--- config.mk ---
export PLATFORM = sky130hd
export DESIGN_NAME = bed_cfg
export DESIGN_NICKNAME = d
export VERILOG_FILES = /design/src/sv/bed_pkg.sv /design/src/sv/bed_cfg.sv
export SDC_FILE = /design/constraint.sdc
export NUM_CORES = 1
export LEC_CHECK = 0
export BUFFER_PORTS_ARGS = -buffer_cell sky130_fd_sc_hd__clkbuf_2
export CAP_MARGIN = 5
export CORE_UTILIZATION = 50
export DETAILED_ROUTE_END_ITERATION = 8
export HOLD_SLACK_MARGIN = 0.08
export PLACE_DENSITY_LB_ADDON = 0.1
export SYNTH_ARGS = -nofsm -noshare
export SYNTH_HDL_FRONTEND = slang
export SYNTH_SLANG_ARGS = --single-unit
--- constraint.sdc ---
create_clock -name clock -period 5.31 [get_ports clock]
set_input_delay 0.531 -clock clock [delete_from_list [all_inputs] [get_ports clock]]
set_output_delay 0.531 -clock clock [all_outputs]
set_load 0.1 [all_outputs]
--- src/sv/bed_pkg.sv ---
// Shared constants, types and the structuring-element expansion for the
// binary erode/dilate block. No dependencies.
package bed_pkg;

   localparam int MAX_WIDTH  = 1024;
   localparam int MAX_RADIUS = 3;
   localparam int WIN        = 2 * MAX_RADIUS + 1;
   localparam int WIN_IDX_W  = $clog2(WIN);
   localparam int LINE_W     = 2 * MAX_RADIUS;
   localparam int COL_W      = $clog2(MAX_WIDTH);
   localparam int ROW_W      = 10;
   localparam int DIM_W      = 11;
   localparam int RAD_W      = 2;
   localparam int MASK_W     = 49;
   localparam int MASK_IDX_W = $clog2(MASK_W);
   localparam int LAG_W      = DIM_W + RAD_W;
   localparam int LIN_W      = 2 * DIM_W;
   localparam int CSR_IDX_W  = 3;

   localparam logic [CSR_IDX_W-1:0] CSR_MORPH_MODE   = 3'd0;
   localparam logic [CSR_IDX_W-1:0] CSR_IMAGE_WIDTH  = 3'd1;
   localparam logic [CSR_IDX_W-1:0] CSR_IMAGE_HEIGHT = 3'd2;
   localparam logic [CSR_IDX_W-1:0] CSR_SE_RADIUS    = 3'd3;
   localparam logic [CSR_IDX_W-1:0] CSR_SE_MASK      = 3'd4;

   localparam logic MODE_ERODE  = 1'b0;
   localparam logic MODE_DILATE = 1'b1;

   typedef struct packed {
      logic                  mode;
      logic [DIM_W-1:0]      width;
      logic [DIM_W-1:0]      height;
      logic [RAD_W-1:0]      radius;
      logic [LAG_W-1:0]      lag;
      logic [MASK_W-1:0]     act;
   } cfg_type;

   typedef struct packed {
      logic                  keep;
      logic                  pix;
      logic [COL_W-1:0]      col;
      logic                  has_rsp;
      logic                  last;
      logic [WIN-1:0]        row_ok;
      logic [WIN-1:0]        col_ok;
   } item_type;

   // Remap the row-major element bits to window coordinates: bit k*WIN+j
   // covers the pixel k columns and j rows behind the newest one.
   function automatic logic [MASK_W-1:0] expand_mask(logic [MASK_W-1:0] mask,
                                                    logic [RAD_W-1:0] rad);
      logic [MASK_W-1:0]     act;
      logic [MASK_IDX_W-1:0] idx;
      int                    span;
      int                    side;
      act  = '0;
      span = 2 * int'(rad);
      side = span + 1;
      for (int k = 0; k < WIN; k++) begin
         for (int j = 0; j < WIN; j++) begin
            if (k <= span && j <= span) begin
               idx = MASK_IDX_W'((span - j) * side + (span - k));
               act[k*WIN+j] = mask[idx];
            end
         end
      end
      return act;
   endfunction

endpackage

--- src/sv/bed_cfg.sv ---
// Configuration registers and derived geometry (clamped width, lag,
// expanded element mask). Depends on bed_pkg.
module bed_cfg (
   input  logic                             clock,
   input  logic                             reset,
   input  logic                             csr_wr_en,
   input  logic [bed_pkg::CSR_IDX_W-1:0]    csr_index,
   input  logic [bed_pkg::MASK_W-1:0]       csr_wdata,
   output bed_pkg::cfg_type                 cfg
);
   import bed_pkg::*;

   logic                  mode_ff;
   logic [DIM_W-1:0]      width_ff;
   logic [DIM_W-1:0]      height_ff;
   logic [RAD_W-1:0]      radius_ff;
   logic [MASK_W-1:0]     mask_ff;
   logic [MASK_W-1:0]     act_ff;
   logic [DIM_W-1:0]      width_eff;
   logic [DIM_W-1:0]      height_eff;
   logic [LAG_W-1:0]      lag;

   always_ff @(posedge clock) begin
      if (reset) begin
         mode_ff   <= MODE_ERODE;
         width_ff  <= DIM_W'(640);
         height_ff <= DIM_W'(480);
         radius_ff <= RAD_W'(1);
         mask_ff   <= MASK_W'(511);
      end else if (csr_wr_en) begin
         unique case (csr_index)
            CSR_MORPH_MODE:   mode_ff   <= csr_wdata[0];
            CSR_IMAGE_WIDTH:  width_ff  <= csr_wdata[DIM_W-1:0];
            CSR_IMAGE_HEIGHT: height_ff <= csr_wdata[DIM_W-1:0];
            CSR_SE_RADIUS:    radius_ff <= csr_wdata[RAD_W-1:0];
            CSR_SE_MASK:      mask_ff   <= csr_wdata;
            default: ;
         endcase
      end
   end

   always_ff @(posedge clock) begin
      act_ff <= expand_mask(mask_ff, radius_ff);
   end

   always_comb begin
      if (width_ff == '0) begin
         width_eff = DIM_W'(1);
      end else if (width_ff > DIM_W'(MAX_WIDTH)) begin
         width_eff = DIM_W'(MAX_WIDTH);
      end else begin
         width_eff = width_ff;
      end
      height_eff = (height_ff == '0) ? DIM_W'(1) : height_ff;
      lag = (radius_ff[1] ? {width_eff, 1'b0, 1'b0} >> 1 : LAG_W'(0))
          + (radius_ff[0] ? LAG_W'(width_eff) : LAG_W'(0))
          + LAG_W'(radius_ff);
   end

   always_comb begin
      cfg.mode   = mode_ff;
      cfg.width  = width_eff;
      cfg.height = height_eff;
      cfg.radius = radius_ff;
      cfg.lag    = lag;
      cfg.act    = act_ff;
   end

endmodule

==> results.md <==
- The number of top-level design ports is 142.
- At the end of routability-driven placement, the weighted congestion stood at 0.975.
- The chip height is 137 µm.
- The arithmetic-cell share of the synthesized area counting full adders, half adders and majority gates is 6.75%.
- The later pin in the worst-skew pair is clocked with a latency of 420 ps.
- In this run, distinct cell masters in the synthesized netlist total 66.
- In this run the remaining antenna-violating nets after routing total 0.
- The post-placement cell area is slightly below 10000 µm².
- The number of clock buffers inserted by TritonCTS is 17.
- The initial antenna violation count was 1.
- The via count of the first global-routing pass was between 7000 and 8000.
- At the pin with the least slew margin, the transition time is about 830 ps.
- After detailed routing, the average wire length per cell comes to 20.8 µm.
- For this run, asynchronously set or reset flops after synthesis account for 0%.
- CTS placed an instance of clkbuf_16 at the clock tree root.
- The total wire length after detailed routing is 26700 µm.
- The HPWL after detailed placement is roughly 18000 µm.
- A synthesized cell averages 9.33 µm².
- Of the total power, the share spent switching nets is 30.8%.
- The endpoint class of the critical path is a primary output.
- Hold repair after CTS inserted 0 buffers.
- The clock passes through at most 2 buffers.
- For this design the total switching power over the nets is approximately 0.81 mW.
- The overall track demand over capacity in global routing is around 30%.
- The critical path is of the flop to primary output type.
- Setup repair after global routing left no endpoint under its margin.
- The portion of the clock cycle consumed by the worst path in the final layout is 82.6%.
- The post-layout net count is 1149.
- The proportion of power drawn by flip-flops and latches is 37.9%.
- The floorplan has 48 rows.
- The final-report max-slew violation count was 0.
- The first global-routing pass estimated 41400 µm of wire.
- Setup violations remaining at the end of the flow were counted as 0.
- The worst pin sits at a relative slew slack of roughly 44%.
- The primary flip-flop cell chosen by synthesis mapping is dfxtp_1.
- The combinational family with the most area after synthesis is multiplexers.
- The total overflow left after global routing is 0.
- The share of the yosys chip area belonging to registers is 27.2%.
- The core footprint is 17500 µm².
- The internal power summed over all cells is 1.81 mW.
- The static leakage is between 4 and 5 nW.
- The post-CTS repair timing setup buffer count is 0.
- The critical-path maximum fanout is 20.
- The run finished with clean final reports.
- The mux contribution to synthesized area is 27.6%.
- In this run the power density over the cells is 254 nW/µm².
- The post-synthesis compound-gate area fraction is ~10%.
- The layout filler cell count is between 1500 and 2000.
- The floorplan die area is roughly 19000 µm².
- TritonCTS built the clock tree.
- The number of flops mapped to enable cells by yosys is 0.
- The number of detailed-routing iterations run before antenna repair is 6.
- The required time of the worst setup path is approximately 4800 ps.
- Summing the areas of all and, or, nand and nor instances in the mapped netlist gives approximately 18% of the synthesized area.
- The largest voltage drop on the vdd net is roughly 0.23 mV.
- For this run, the number of Yosys warnings is 0.
- The clock slew at the register clock pins of the worst setup and hold paths is around 60 ps.
- The proportion of power drawn by combinational gates is 18.8%.
- The post-synthesis instance total is between 900 and 1000.
- The iteration-0 DRC count of the detailed router is 875.
- The final hold violation count is 0.
- The synthesized cell area is between 9000 and 10000 µm².
- Measured along the x axis, the die boundary spans between 100 and 150 µm.
- Between clock sinks in the finished design, the worst skew comes to roughly 8.1 ps.
- The signal arrival time at the worst endpoint is 3860 ps.
- In this run the worst hold path is classified as primary input to flop.
- The number of sinks handled by clock tree synthesis is 123.
- Summing over every cut layer, the via total after detailed routing is 7886.
- The area added between synthesis and finish is 13.8%.
- The post-detailed-route via-to-cell ratio is 6.14.
- The fraction of final layout cells with drive strength greater than 1 is approximately 28%.
- The total nets after synthesis is 1071.
- Max-cap violations in this run came to 0.
- In the routed design, unresolved DRC markers number 0.
- The initial cell density of the core is approximately half.
- The flip-flop and latch count after synthesis is 123.
- The post-layout minimum cycle time is 4390 ps.
- Final hold analysis gives a worst-case slack of 321 ps.
- Port buffering added 141 buffers.
- Entering global routing, the biggest net connects 75 pins.
- STA classifies the critical path startpoint as a flop.
- The number of resized instances in the post-cts repair step is 0.
- The part of the total power dissipated in the clock network is approximately 43%.
- The summed area of non-filler cells in the final layout is 10300 µm².
- The total negative setup slack is 0 ps.
- The xor and xnor area share after synthesis is around 4.6%.
- The top achievable clock speed is about 230 MHz.
- The number of H-tree levels is 4.
## stage by stage
stage	power, mW	cells	util [%]	setup WS, ps
2_1_floorplan	1.39	969	-	-5.76
3_3_place_gp	1.49	1253	55.6	1420
3_5_place_dp	1.49	1253	55.6	1370
4_1_cts	2.63	1284	58.9	905
5_1_grt	2.71	1284	58.9	550
6_report	2.61	1285	58.9	924
## worst paths after layout
check / start / to / slack, ps / cells after the start
worst max-delay path: width_ff[4]$_SDFFE_PP0P_ / cfg[60] / 920 / 14
worst min-delay path: csr_wdata[22] / mask_ff[22]$_SDFFE_PP0P_ / 320 / 3
worst max register to register: radius_ff[0]$_SDFFE_PP1P_ / act_ff[36]$_SDFF_PN0_ / 1470 / 9
worst min register to register: height_ff[0]$_SDFFE_PP0P_ / height_ff[0]$_SDFFE_PP0P_ / 460 / 2
## power by group through the flow
| stage | Sequential (mW) | Clock [mW] | Combinational [mW] |
|---|---|---|---|
| 2_1_floorplan | 1.08 | 0 | 0.311 |
| 3_3_place_gp | 1.01 | 0 | 0.486 |
| 3_5_place_dp | 1.01 | 0 | 0.488 |
| 4_1_cts | 0.987 | 1.15 | 0.490 |
| 5_1_grt | 0.992 | 1.19 | 0.520 |
| 6_report | 0.990 | 1.13 | 0.491 |
## cells in the mapped netlist, types with 4 or more instances
cell type,n,area share (%)
nand3b_1,16,1.3
nor2_1,54,2.2
and2_1,17,1.2
nor3_1,13,0.72
nor4_1,4,0.28
a211oi_1,6,0.50
buf_6,5,0.62
a21oi_1,94,5.2
ha_1,44,6.1
nand3_1,12,0.66
o21ai_0,21,1.2
nor2b_1,10,0.69
mux2_2,10,1.2
and3_1,21,1.5
clkbuf_1,66,2.7
xor2_1,10,0.97
inv_1,12,0.50
a22oi_1,6,0.50
dfxtp_1,123,27
nand2b_1,7,0.48
buf_2,8,0.44
nand2_1,187,7.8
mux2i_1,46,5.1
xnor2_1,19,1.8
buf_1,4,0.17
buf_4,11,0.91
mux4_2,83,21
## metal layers
metal	routed length, µm	up-vias	part of all wire (%)	GRT usage, %
met5	0	-	0	0
met4	854	0	3.2	11.7
met3	2820	65	11	8.07
met2	11300	469	42	41.4
met1	11700	3709	44	43.5
li1	-	3643	-	-
## layout by cell type (no fill, tap or decap), drive strengths merged, types with 16 or more instances in the layout
cell type  count
xnor2         20
nand2        187
and3          22
a21oi         94
ha            44
buf           17
nor2          54
mux2i         46
and2          17
clkbuf       157
dfxtp        123
nand3b        16
o21ai         22
mux4          85
## critical path, stage by stage, from the launching register on
cell      delay, ps
dfxtp_1         340
nor4_1          280
nand3_1         140
o21ai_0         180
buf_4           220
and3_1          170
ha_1            230
ha_1            230
fa_1            410
a21o_1          210
a21boi_0        230
o21ai_0         190
a211o_1         280
nand3_1         130
buf_12          190
## cell type report
| cell class | count | area, µm² | area share, % |
|---|---|---|---|
| flip-flops and latches | 123 | 2470 | 23.9 |
| diodes | 1 | 2.50 | 0.0243 |
| inverters | 15 | 56.3 | 0.547 |
| multi-input cells | 734 | 6080 | 59.0 |
| well taps | 225 | 282 | 2.73 |
| repair buffers | 156 | 836 | 8.12 |
| clock inverters | 13 | 146 | 1.42 |
| clock buffers | 18 | 429 | 4.17 |
## cell families (layout without fill, tap and decap cells)
logic type	Yosys count	count (layout)
XOR/XNOR	36	36
adder cells (fa/ha/maj)	47	47
buffers and inverters	112	202
multiplexers	141	141
AO/OA/AOI/OAI	159	159
other	0	1
AND/OR/NAND/NOR	351	351
flip-flops	123	123
## state kept, by name, summed over array words and instances, names as in the netlist
signal     cells
mode_ff        1
radius_ff      2
mask_ff       49
act_ff        49
width_ff      11
height_ff     11
Power figures use the tool's default switching activity.
