**src/sv/bed_pkg.sv**
```systemverilog
// Shared constants, types and the structuring-element expansion for the
// binary erode/dilate block. No dependencies.
package bed_pkg;

   localparam int MAX_WIDTH  = 1024;
   localparam int MAX_RADIUS = 3;
   localparam int WIN        = 2 * MAX_RADIUS + 1;
   localparam int WIN_IDX_W  = $clog2(WIN);
   localparam int LINE_W     = 2 * MAX_RADIUS;
   localparam int COL_W      = $clog2(MAX_WIDTH);
   localparam int ROW_W      = 10;
   localparam int DIM_W      = 11;
   localparam int RAD_W      = 2;
   localparam int MASK_W     = 49;
   localparam int MASK_IDX_W = $clog2(MASK_W);
   localparam int LAG_W      = DIM_W + RAD_W;
   localparam int LIN_W      = 2 * DIM_W;
   localparam int CSR_IDX_W  = 3;

   localparam logic [CSR_IDX_W-1:0] CSR_MORPH_MODE   = 3'd0;
   localparam logic [CSR_IDX_W-1:0] CSR_IMAGE_WIDTH  = 3'd1;
   localparam logic [CSR_IDX_W-1:0] CSR_IMAGE_HEIGHT = 3'd2;
   localparam logic [CSR_IDX_W-1:0] CSR_SE_RADIUS    = 3'd3;
   localparam logic [CSR_IDX_W-1:0] CSR_SE_MASK      = 3'd4;

   localparam logic MODE_ERODE  = 1'b0;
   localparam logic MODE_DILATE = 1'b1;

   typedef struct packed {
      logic                  mode;
      logic [DIM_W-1:0]      width;
      logic [DIM_W-1:0]      height;
      logic [RAD_W-1:0]      radius;
      logic [LAG_W-1:0]      lag;
      logic [MASK_W-1:0]     act;
   } cfg_type;

   typedef struct packed {
      logic                  keep;
      logic                  pix;
      logic [COL_W-1:0]      col;
      logic                  has_rsp;
      logic                  last;
      logic [WIN-1:0]        row_ok;
      logic [WIN-1:0]        col_ok;
   } item_type;

   // Remap the row-major element bits to window coordinates: bit k*WIN+j
   // covers the pixel k columns and j rows behind the newest one.
   function automatic logic [MASK_W-1:0] expand_mask(logic [MASK_W-1:0] mask,
                                                    logic [RAD_W-1:0] rad);
      logic [MASK_W-1:0]     act;
      logic [MASK_IDX_W-1:0] idx;
      int                    span;
      int                    side;
      act  = '0;
      span = 2 * int'(rad);
      side = span + 1;
      for (int k = 0; k < WIN; k++) begin
         for (int j = 0; j < WIN; j++) begin
            if (k <= span && j <= span) begin
               idx = MASK_IDX_W'((span - j) * side + (span - k));
               act[k*WIN+j] = mask[idx];
            end
         end
      end
      return act;
   endfunction

endpackage

```
**src/sv/bed_pos.sv**
```systemverilog
// Stream position tracking: input and output raster counters, result and
// frame-end decisions, border masks for each beat. Depends on bed_pkg.
module bed_pos (
   input  logic              clock,
   input  logic              reset,
   input  bed_pkg::cfg_type  cfg,
   input  logic              accept,
   input  logic              op,
   input  logic              pixel_in,
   output bed_pkg::item_type item
);
   import bed_pkg::*;

   logic [COL_W-1:0]  in_col_ff,   in_col_in;
   logic [LIN_W-1:0]  in_lin_ff,   in_lin_in;
   logic [ROW_W-1:0]  out_row_ff,  out_row_in;
   logic [COL_W-1:0]  out_col_ff,  out_col_in;
   logic [DIM_W-1:0]  in_col_inc;
   logic [DIM_W-1:0]  out_col_inc;
   logic [ROW_W+1:0]  row_sum;
   logic [COL_W+1:0]  col_sum;
   logic              keep;
   logic              has_rsp;
   logic              last;

   always_comb begin
      keep    = !(in_lin_ff == '0 && op);
      has_rsp = keep && (in_lin_ff >= LIN_W'(cfg.lag));
      last    = has_rsp && ({1'b0, out_row_ff} >= cfg.height - DIM_W'(1))
                        && ({1'b0, out_col_ff} >= cfg.width - DIM_W'(1));
      row_sum = (ROW_W+2)'(out_row_ff) + (ROW_W+2)'(cfg.radius);
      col_sum = (COL_W+2)'(out_col_ff) + (COL_W+2)'(cfg.radius);
      for (int j = 0; j < WIN; j++) begin
         item.row_ok[j] = (row_sum >= (ROW_W+2)'(j))
                       && ((DIM_W+1)'(row_sum - (ROW_W+2)'(j)) < {1'b0, cfg.height});
      end
      for (int k = 0; k < WIN; k++) begin
         item.col_ok[k] = (col_sum >= (COL_W+2)'(k))
                       && ((DIM_W+1)'(col_sum - (COL_W+2)'(k)) < {1'b0, cfg.width});
      end
      item.keep    = keep;
      item.pix     = op ? 1'b0 : pixel_in;
      item.col     = in_col_ff;
      item.has_rsp = has_rsp;
      item.last    = last;
   end

   always_comb begin
      in_col_inc  = DIM_W'(in_col_ff) + DIM_W'(1);
      out_col_inc = DIM_W'(out_col_ff) + DIM_W'(1);
      in_col_in   = in_col_ff;
      in_lin_in   = in_lin_ff;
      out_row_in  = out_row_ff;
      out_col_in  = out_col_ff;
      if (accept && keep) begin
         in_col_in = (in_col_inc >= cfg.width) ? '0 : in_col_inc[COL_W-1:0];
         in_lin_in = in_lin_ff + LIN_W'(1);
         if (has_rsp) begin
            if (out_col_inc >= cfg.width) begin
               out_col_in = '0;
               out_row_in = out_row_ff + ROW_W'(1);
            end else begin
               out_col_in = out_col_inc[COL_W-1:0];
            end
         end
         if (last) begin
            in_col_in  = '0;
            in_lin_in  = '0;
            out_row_in = '0;
            out_col_in = '0;
         end
      end
   end

   always_ff @(posedge clock) begin
      if (reset) begin
         in_col_ff  <= '0;
         in_lin_ff  <= '0;
         out_row_ff <= '0;
         out_col_ff <= '0;
      end else begin
         in_col_ff  <= in_col_in;
         in_lin_ff  <= in_lin_in;
         out_row_ff <= out_row_in;
         out_col_ff <= out_col_in;
      end
   end

endmodule

```
**config.mk**
```make
export PLATFORM = sky130hd
export DESIGN_NAME = bed_pos
export DESIGN_NICKNAME = d
export VERILOG_FILES = /design/src/sv/bed_pkg.sv /design/src/sv/bed_pos.sv
export SDC_FILE = /design/constraint.sdc
export NUM_CORES = 1
export LEC_CHECK = 0
export ABC_AREA = 1
export BUFFER_PORTS_ARGS = -buffer_cell sky130_fd_sc_hd__buf_2
export CORE_AREA = 2 2 186 188
export CTS_CLUSTER_DIAMETER = 50
export DETAILED_ROUTE_END_ITERATION = 8
export DIE_AREA = 0 0 188 190
export PLACE_DENSITY = 0.58
export SETUP_SLACK_MARGIN = 0.05
export SYNTH_ARGS = -nofsm -noshare
export SYNTH_HDL_FRONTEND = slang
export SYNTH_SLANG_ARGS = --single-unit
```
**constraint.sdc**
```tcl
create_clock -name clock -period 4.8 [get_ports clock]
set_input_delay 0.96 -clock clock [delete_from_list [all_inputs] [get_ports clock]]
set_output_delay 0.96 -clock clock [all_outputs]
set_load 0.02 [all_outputs]
```
==> implementation parameters <==
Parameter                              Value

STA
  Final setup vio count    11
  Final critical-path share of the clock period    1.037
  Measured slew at the worst slew-check pin    0.6765 ns
  Minimum clock period after layout    4.978 ns
  Final Hold Vio Count    0
  Setup repair after global routing missed its margin    yes
  Final WS setup    -0.1776 ns
  Worst slew margin    0.5485
  Final setup skew    0.003746 ns
  Max-slew violations    0
  Final sum of negative setup slack    -1.117 ns
  Fmax achieved    0.2009 GHz
  Worst Hold Margin    0.5052 ns

Die
  Boundary Pins    120
  Rows    68
  Die ar.    0.03572 mm2
  Core Box Area    0.03395 mm2
  Die Span X    188 um
  Initial Utilization    0.2947
  Vertical die dimension    190 um

Layout
  Nets    2044
  Final antenna diode count    0
  Share of final-layout standard cells stronger than drive strength 1    0.2637
  Fill cells    3539
  Area grow syn2layout    31.75%
  Area of the multi-input gates    0.008651 mm2
  Sequential cell area in the final layout    0.001041 mm2

Synthesis
  Synth Register Bits    52
  Mean Syn Cell Area    6.825 um2
  Proportion of netlist area held by the largest area contributor    0.2776
  Post-synthesis mux area share    0.001000
  EDFF count, synth    0
  Fraction of the mapped netlist area in compound gates    0.1270
  Synth Cell Area    0.01001 mm2
  Dominant combinational cell family by area after synthesis    adder cells
  Cell types with the highest counts after synthesis    287 x sky130_fd_sc_hd__nand2_1, 222 x sky130_fd_sc_hd__ha_1, 173 x sky130_fd_sc_hd__inv_1
  XOR/XNOR Fraction of Synth Area    0.1285
  Sequential cell area fraction in the yosys report    0.1040
  Leading area contributor after synthesis    sky130_fd_sc_hd__ha_1
  Cell with the most instances after synthesis    sky130_fd_sc_hd__nand2_1
  Synth top area cells    sky130_fd_sc_hd__ha_1 28%, sky130_fd_sc_hd__nand2_1 11%, sky130_fd_sc_hd__dfxtp_1 10%
  Syn Nets    1782
  Post-synth cell types    49
  Number of warnings reported in the yosys synthesis log    0
  Cell count after synthesis    1466
  Adder-Cell Fraction of Synth Area    0.2816
  Most frequently used flop master after synthesis    sky130_fd_sc_hd__dfxtp_1
  Share of flip-flops with an asynchronous set or reset    0
  Simple-gate share of the synthesized area    0.2722

Worst setup path
  Data required time at the worst endpoint    3.84 ns
  Type of element launching the critical path    primary input
  Critical Path Source    cfg[62]
  Worst reg2reg path endpoint    in_lin_ff[17]$_SDFFE_PP0P_
  Path depth of the worst reg2reg path    12
  CP max FO    7
  Endpoint arrival time on the critical path    4.02 ns
  Critical path class    in2out
  Setup slack of the most critical reg-to-reg path    1.67 ns
  Element type at the critical path end    output port
  Reg-to-Reg Start    in_lin_ff[0]$_SDFFE_PP0P_

Power
  Power per standard cell area    100.7 mW/mm2
  Peak ir drop on the vdd network    0.1233 mV
  Lkg Pwr    6.798 nW

Routing
  Via count of the routed design    10424
  Drt via density    4.773
  DR WL/cell    14.37 um
  Number of antenna-violating nets in the routed design    0
  DRC violations left    0
  DRT Pass-1 Iters    4
  Final wirelength    31.39 mm
  Violation count after the first detailed-routing iteration    558

Placement
  RePlAce Congestion    0.9082
  HPWL after detailed placement    25.41 mm
  Count of port buffers added during placement    69

Min path
  Worst Hold Depth    2
  Critical hold path startpoint    in_col_ff[1]$_SDFFE_PP0P_
  Path class of the lowest-slack min-delay path    reg2reg
  Worst min-delay path endpoint    in_col_ff[1]$_SDFFE_PP0P_

Job
  Max-cap violations    0

CTS
  Clock sink count    52
  CTS tree    yes
  Worst-path clk slew    0.07 ns
  Number of CTS-inserted buffers    5
  Root cell of the clock tree    sky130_fd_sc_hd__clkbuf_16
  Max Buffers Root-to-Sink    2
  Number of H-tree levels    2
  Source-to-sink clock delay at the later pin of the worst-skew pair    0.31 ns

GRT
  Global-route wire length before repair    50.39 mm
  Via count of the first global-routing pass    9957
  Pin count of the biggest net entering global routing    21
  Total GRT Usage    0.1731
  Number of antenna violations at the first check in global routing    1
  Global route overflow    0

Run status
  Run status    finished, violations left
  Violations in the final reports    negative setup slack
==> layout make-up <==
type,count,area share
multi-input cells,1196,0.6562
repair buffers,275,0.1527
flip-flops and latches,52,0.07897
inverters,198,0.05809
well taps,455,0.04319
clock buffers,6,0.009776
clock inverters,2,0.001044
==> state kept, by name, summed over array words and instances (netlist names) <==
name,flops
in_col_ff,10
in_lin_ff,22
out_col_ff,10
out_row_ff,10
==> stage by stage <==
stage | utilization | instance area (um2) | cells | setup slack, ns | total power [mW]
6_report | 0.3883 | 13180 | 2184 | -0.1776 | 1.328
5_1_grt | 0.3883 | 13180 | 2184 | -0.3643 | 1.421
4_1_cts | 0.3804 | 12910 | 2174 | -0.1597 | 1.325
3_5_place_dp | 0.3585 | 12170 | 2145 | -0.5016 | 0.9257
3_3_place_gp | 0.3585 | 12170 | 2145 | -0.4855 | 0.9101
2_1_floorplan | - | 10050 | 1466 | -0.01063 | 0.7495
==> where the power goes <==
group / leakage (nW) / internal (mW) / switching [mW]
Combinational: 6.31 / 0.215 / 0.301
Clock: 0.0712 / 0.195 / 0.178
Sequential: 0.419 / 0.434 / 0.00396
Total: 6.80 / 0.844 / 0.483
==> critical path, stage by stage <==
cell and delay [ns]:
sky130_fd_sc_hd__buf_12 0.11, sky130_fd_sc_hd__ha_4 0.16, sky130_fd_sc_hd__fa_2 0.34, sky130_fd_sc_hd__inv_2 0.07, sky130_fd_sc_hd__buf_6 0.08, sky130_fd_sc_hd__nor2_2 0.03, sky130_fd_sc_hd__or2_1 0.23, sky130_fd_sc_hd__nand2_4 0.09
sky130_fd_sc_hd__inv_4 0.04, sky130_fd_sc_hd__nor2_4 0.14, sky130_fd_sc_hd__inv_6 0.09, sky130_fd_sc_hd__nor3_4 0.22, sky130_fd_sc_hd__buf_4 0.14, sky130_fd_sc_hd__buf_6 0.09, sky130_fd_sc_hd__nand3_2 0.06, sky130_fd_sc_hd__xor2_1 0.15
sky130_fd_sc_hd__ha_1 0.31, sky130_fd_sc_hd__a21oi_2 0.16, sky130_fd_sc_hd__o21ai_2 0.09, sky130_fd_sc_hd__nand2_1 0.06, sky130_fd_sc_hd__o21ai_1 0.06, sky130_fd_sc_hd__a211oi_2 0.15, sky130_fd_sc_hd__buf_4 0.17
==> cell usage in the layout, fill, tap and decap left out, types with 5 or more instances in the layout <==
cell	count
sky130_fd_sc_hd__dfxtp_1	52
sky130_fd_sc_hd__nand3_1	55
sky130_fd_sc_hd__nand2_1	268
sky130_fd_sc_hd__buf_2	55
sky130_fd_sc_hd__o21bai_1	6
sky130_fd_sc_hd__inv_1	168
sky130_fd_sc_hd__ha_4	5
sky130_fd_sc_hd__o21ai_0	40
sky130_fd_sc_hd__o21a_1	6
sky130_fd_sc_hd__nor2_4	14
sky130_fd_sc_hd__nor3_1	18
sky130_fd_sc_hd__xnor2_1	12
sky130_fd_sc_hd__clkbuf_16	5
sky130_fd_sc_hd__nor2_2	19
sky130_fd_sc_hd__nand4_1	42
sky130_fd_sc_hd__nand2_4	8
sky130_fd_sc_hd__o21ai_1	22
sky130_fd_sc_hd__nor2_1	123
sky130_fd_sc_hd__buf_6	13
sky130_fd_sc_hd__buf_4	204
sky130_fd_sc_hd__xor2_1	111
sky130_fd_sc_hd__nand3_2	8
sky130_fd_sc_hd__ha_1	215
sky130_fd_sc_hd__nand2_2	20
sky130_fd_sc_hd__a21oi_1	100
sky130_fd_sc_hd__a21o_1	9
sky130_fd_sc_hd__o21ai_2	7
sky130_fd_sc_hd__nor3_4	8
sky130_fd_sc_hd__inv_2	21
sky130_fd_sc_hd__a21oi_2	17
sky130_fd_sc_hd__a211oi_2	6
sky130_fd_sc_hd__xor2_2	10
sky130_fd_sc_hd__nor3_2	9
==> layer usage <==
metal	global-route usage	wire length (um)
met5	0	13
met4	0.04482	748
met3	0.01420	967
met2	0.3145	15500
met1	0.2197	14160
==> worst max path at each step <==
stage / endpoint
2_1_floorplan: item[12]
3_3_place_gp: item[5]
3_5_place_dp: item[4]
4_1_cts: item[13]
5_1_grt: item[8]
6_report: item[12]
==> cells by family after synthesis <==
| family | Yosys count |
|---|---|
| simple gates | 606 |
| flops | 52 |
| fa+ha+maj | 224 |
| mux | 1 |
| buf+inv | 218 |
| compound gates | 228 |
| xor+xnor | 137 |
==> what timing repair did <==
action | in CTS | in global routing
pin swaps | 57 | 28
buffers inserted | 22 | 10
endpoints found under the setup margin | 13 | 14
endpoints found under the hold margin | 0 | 0
hold buffers | 0 | 0
gates cloned | 0 | 0
gates resized for setup | 128 | 45
Note: power is estimated with default switching activity, not from simulation.
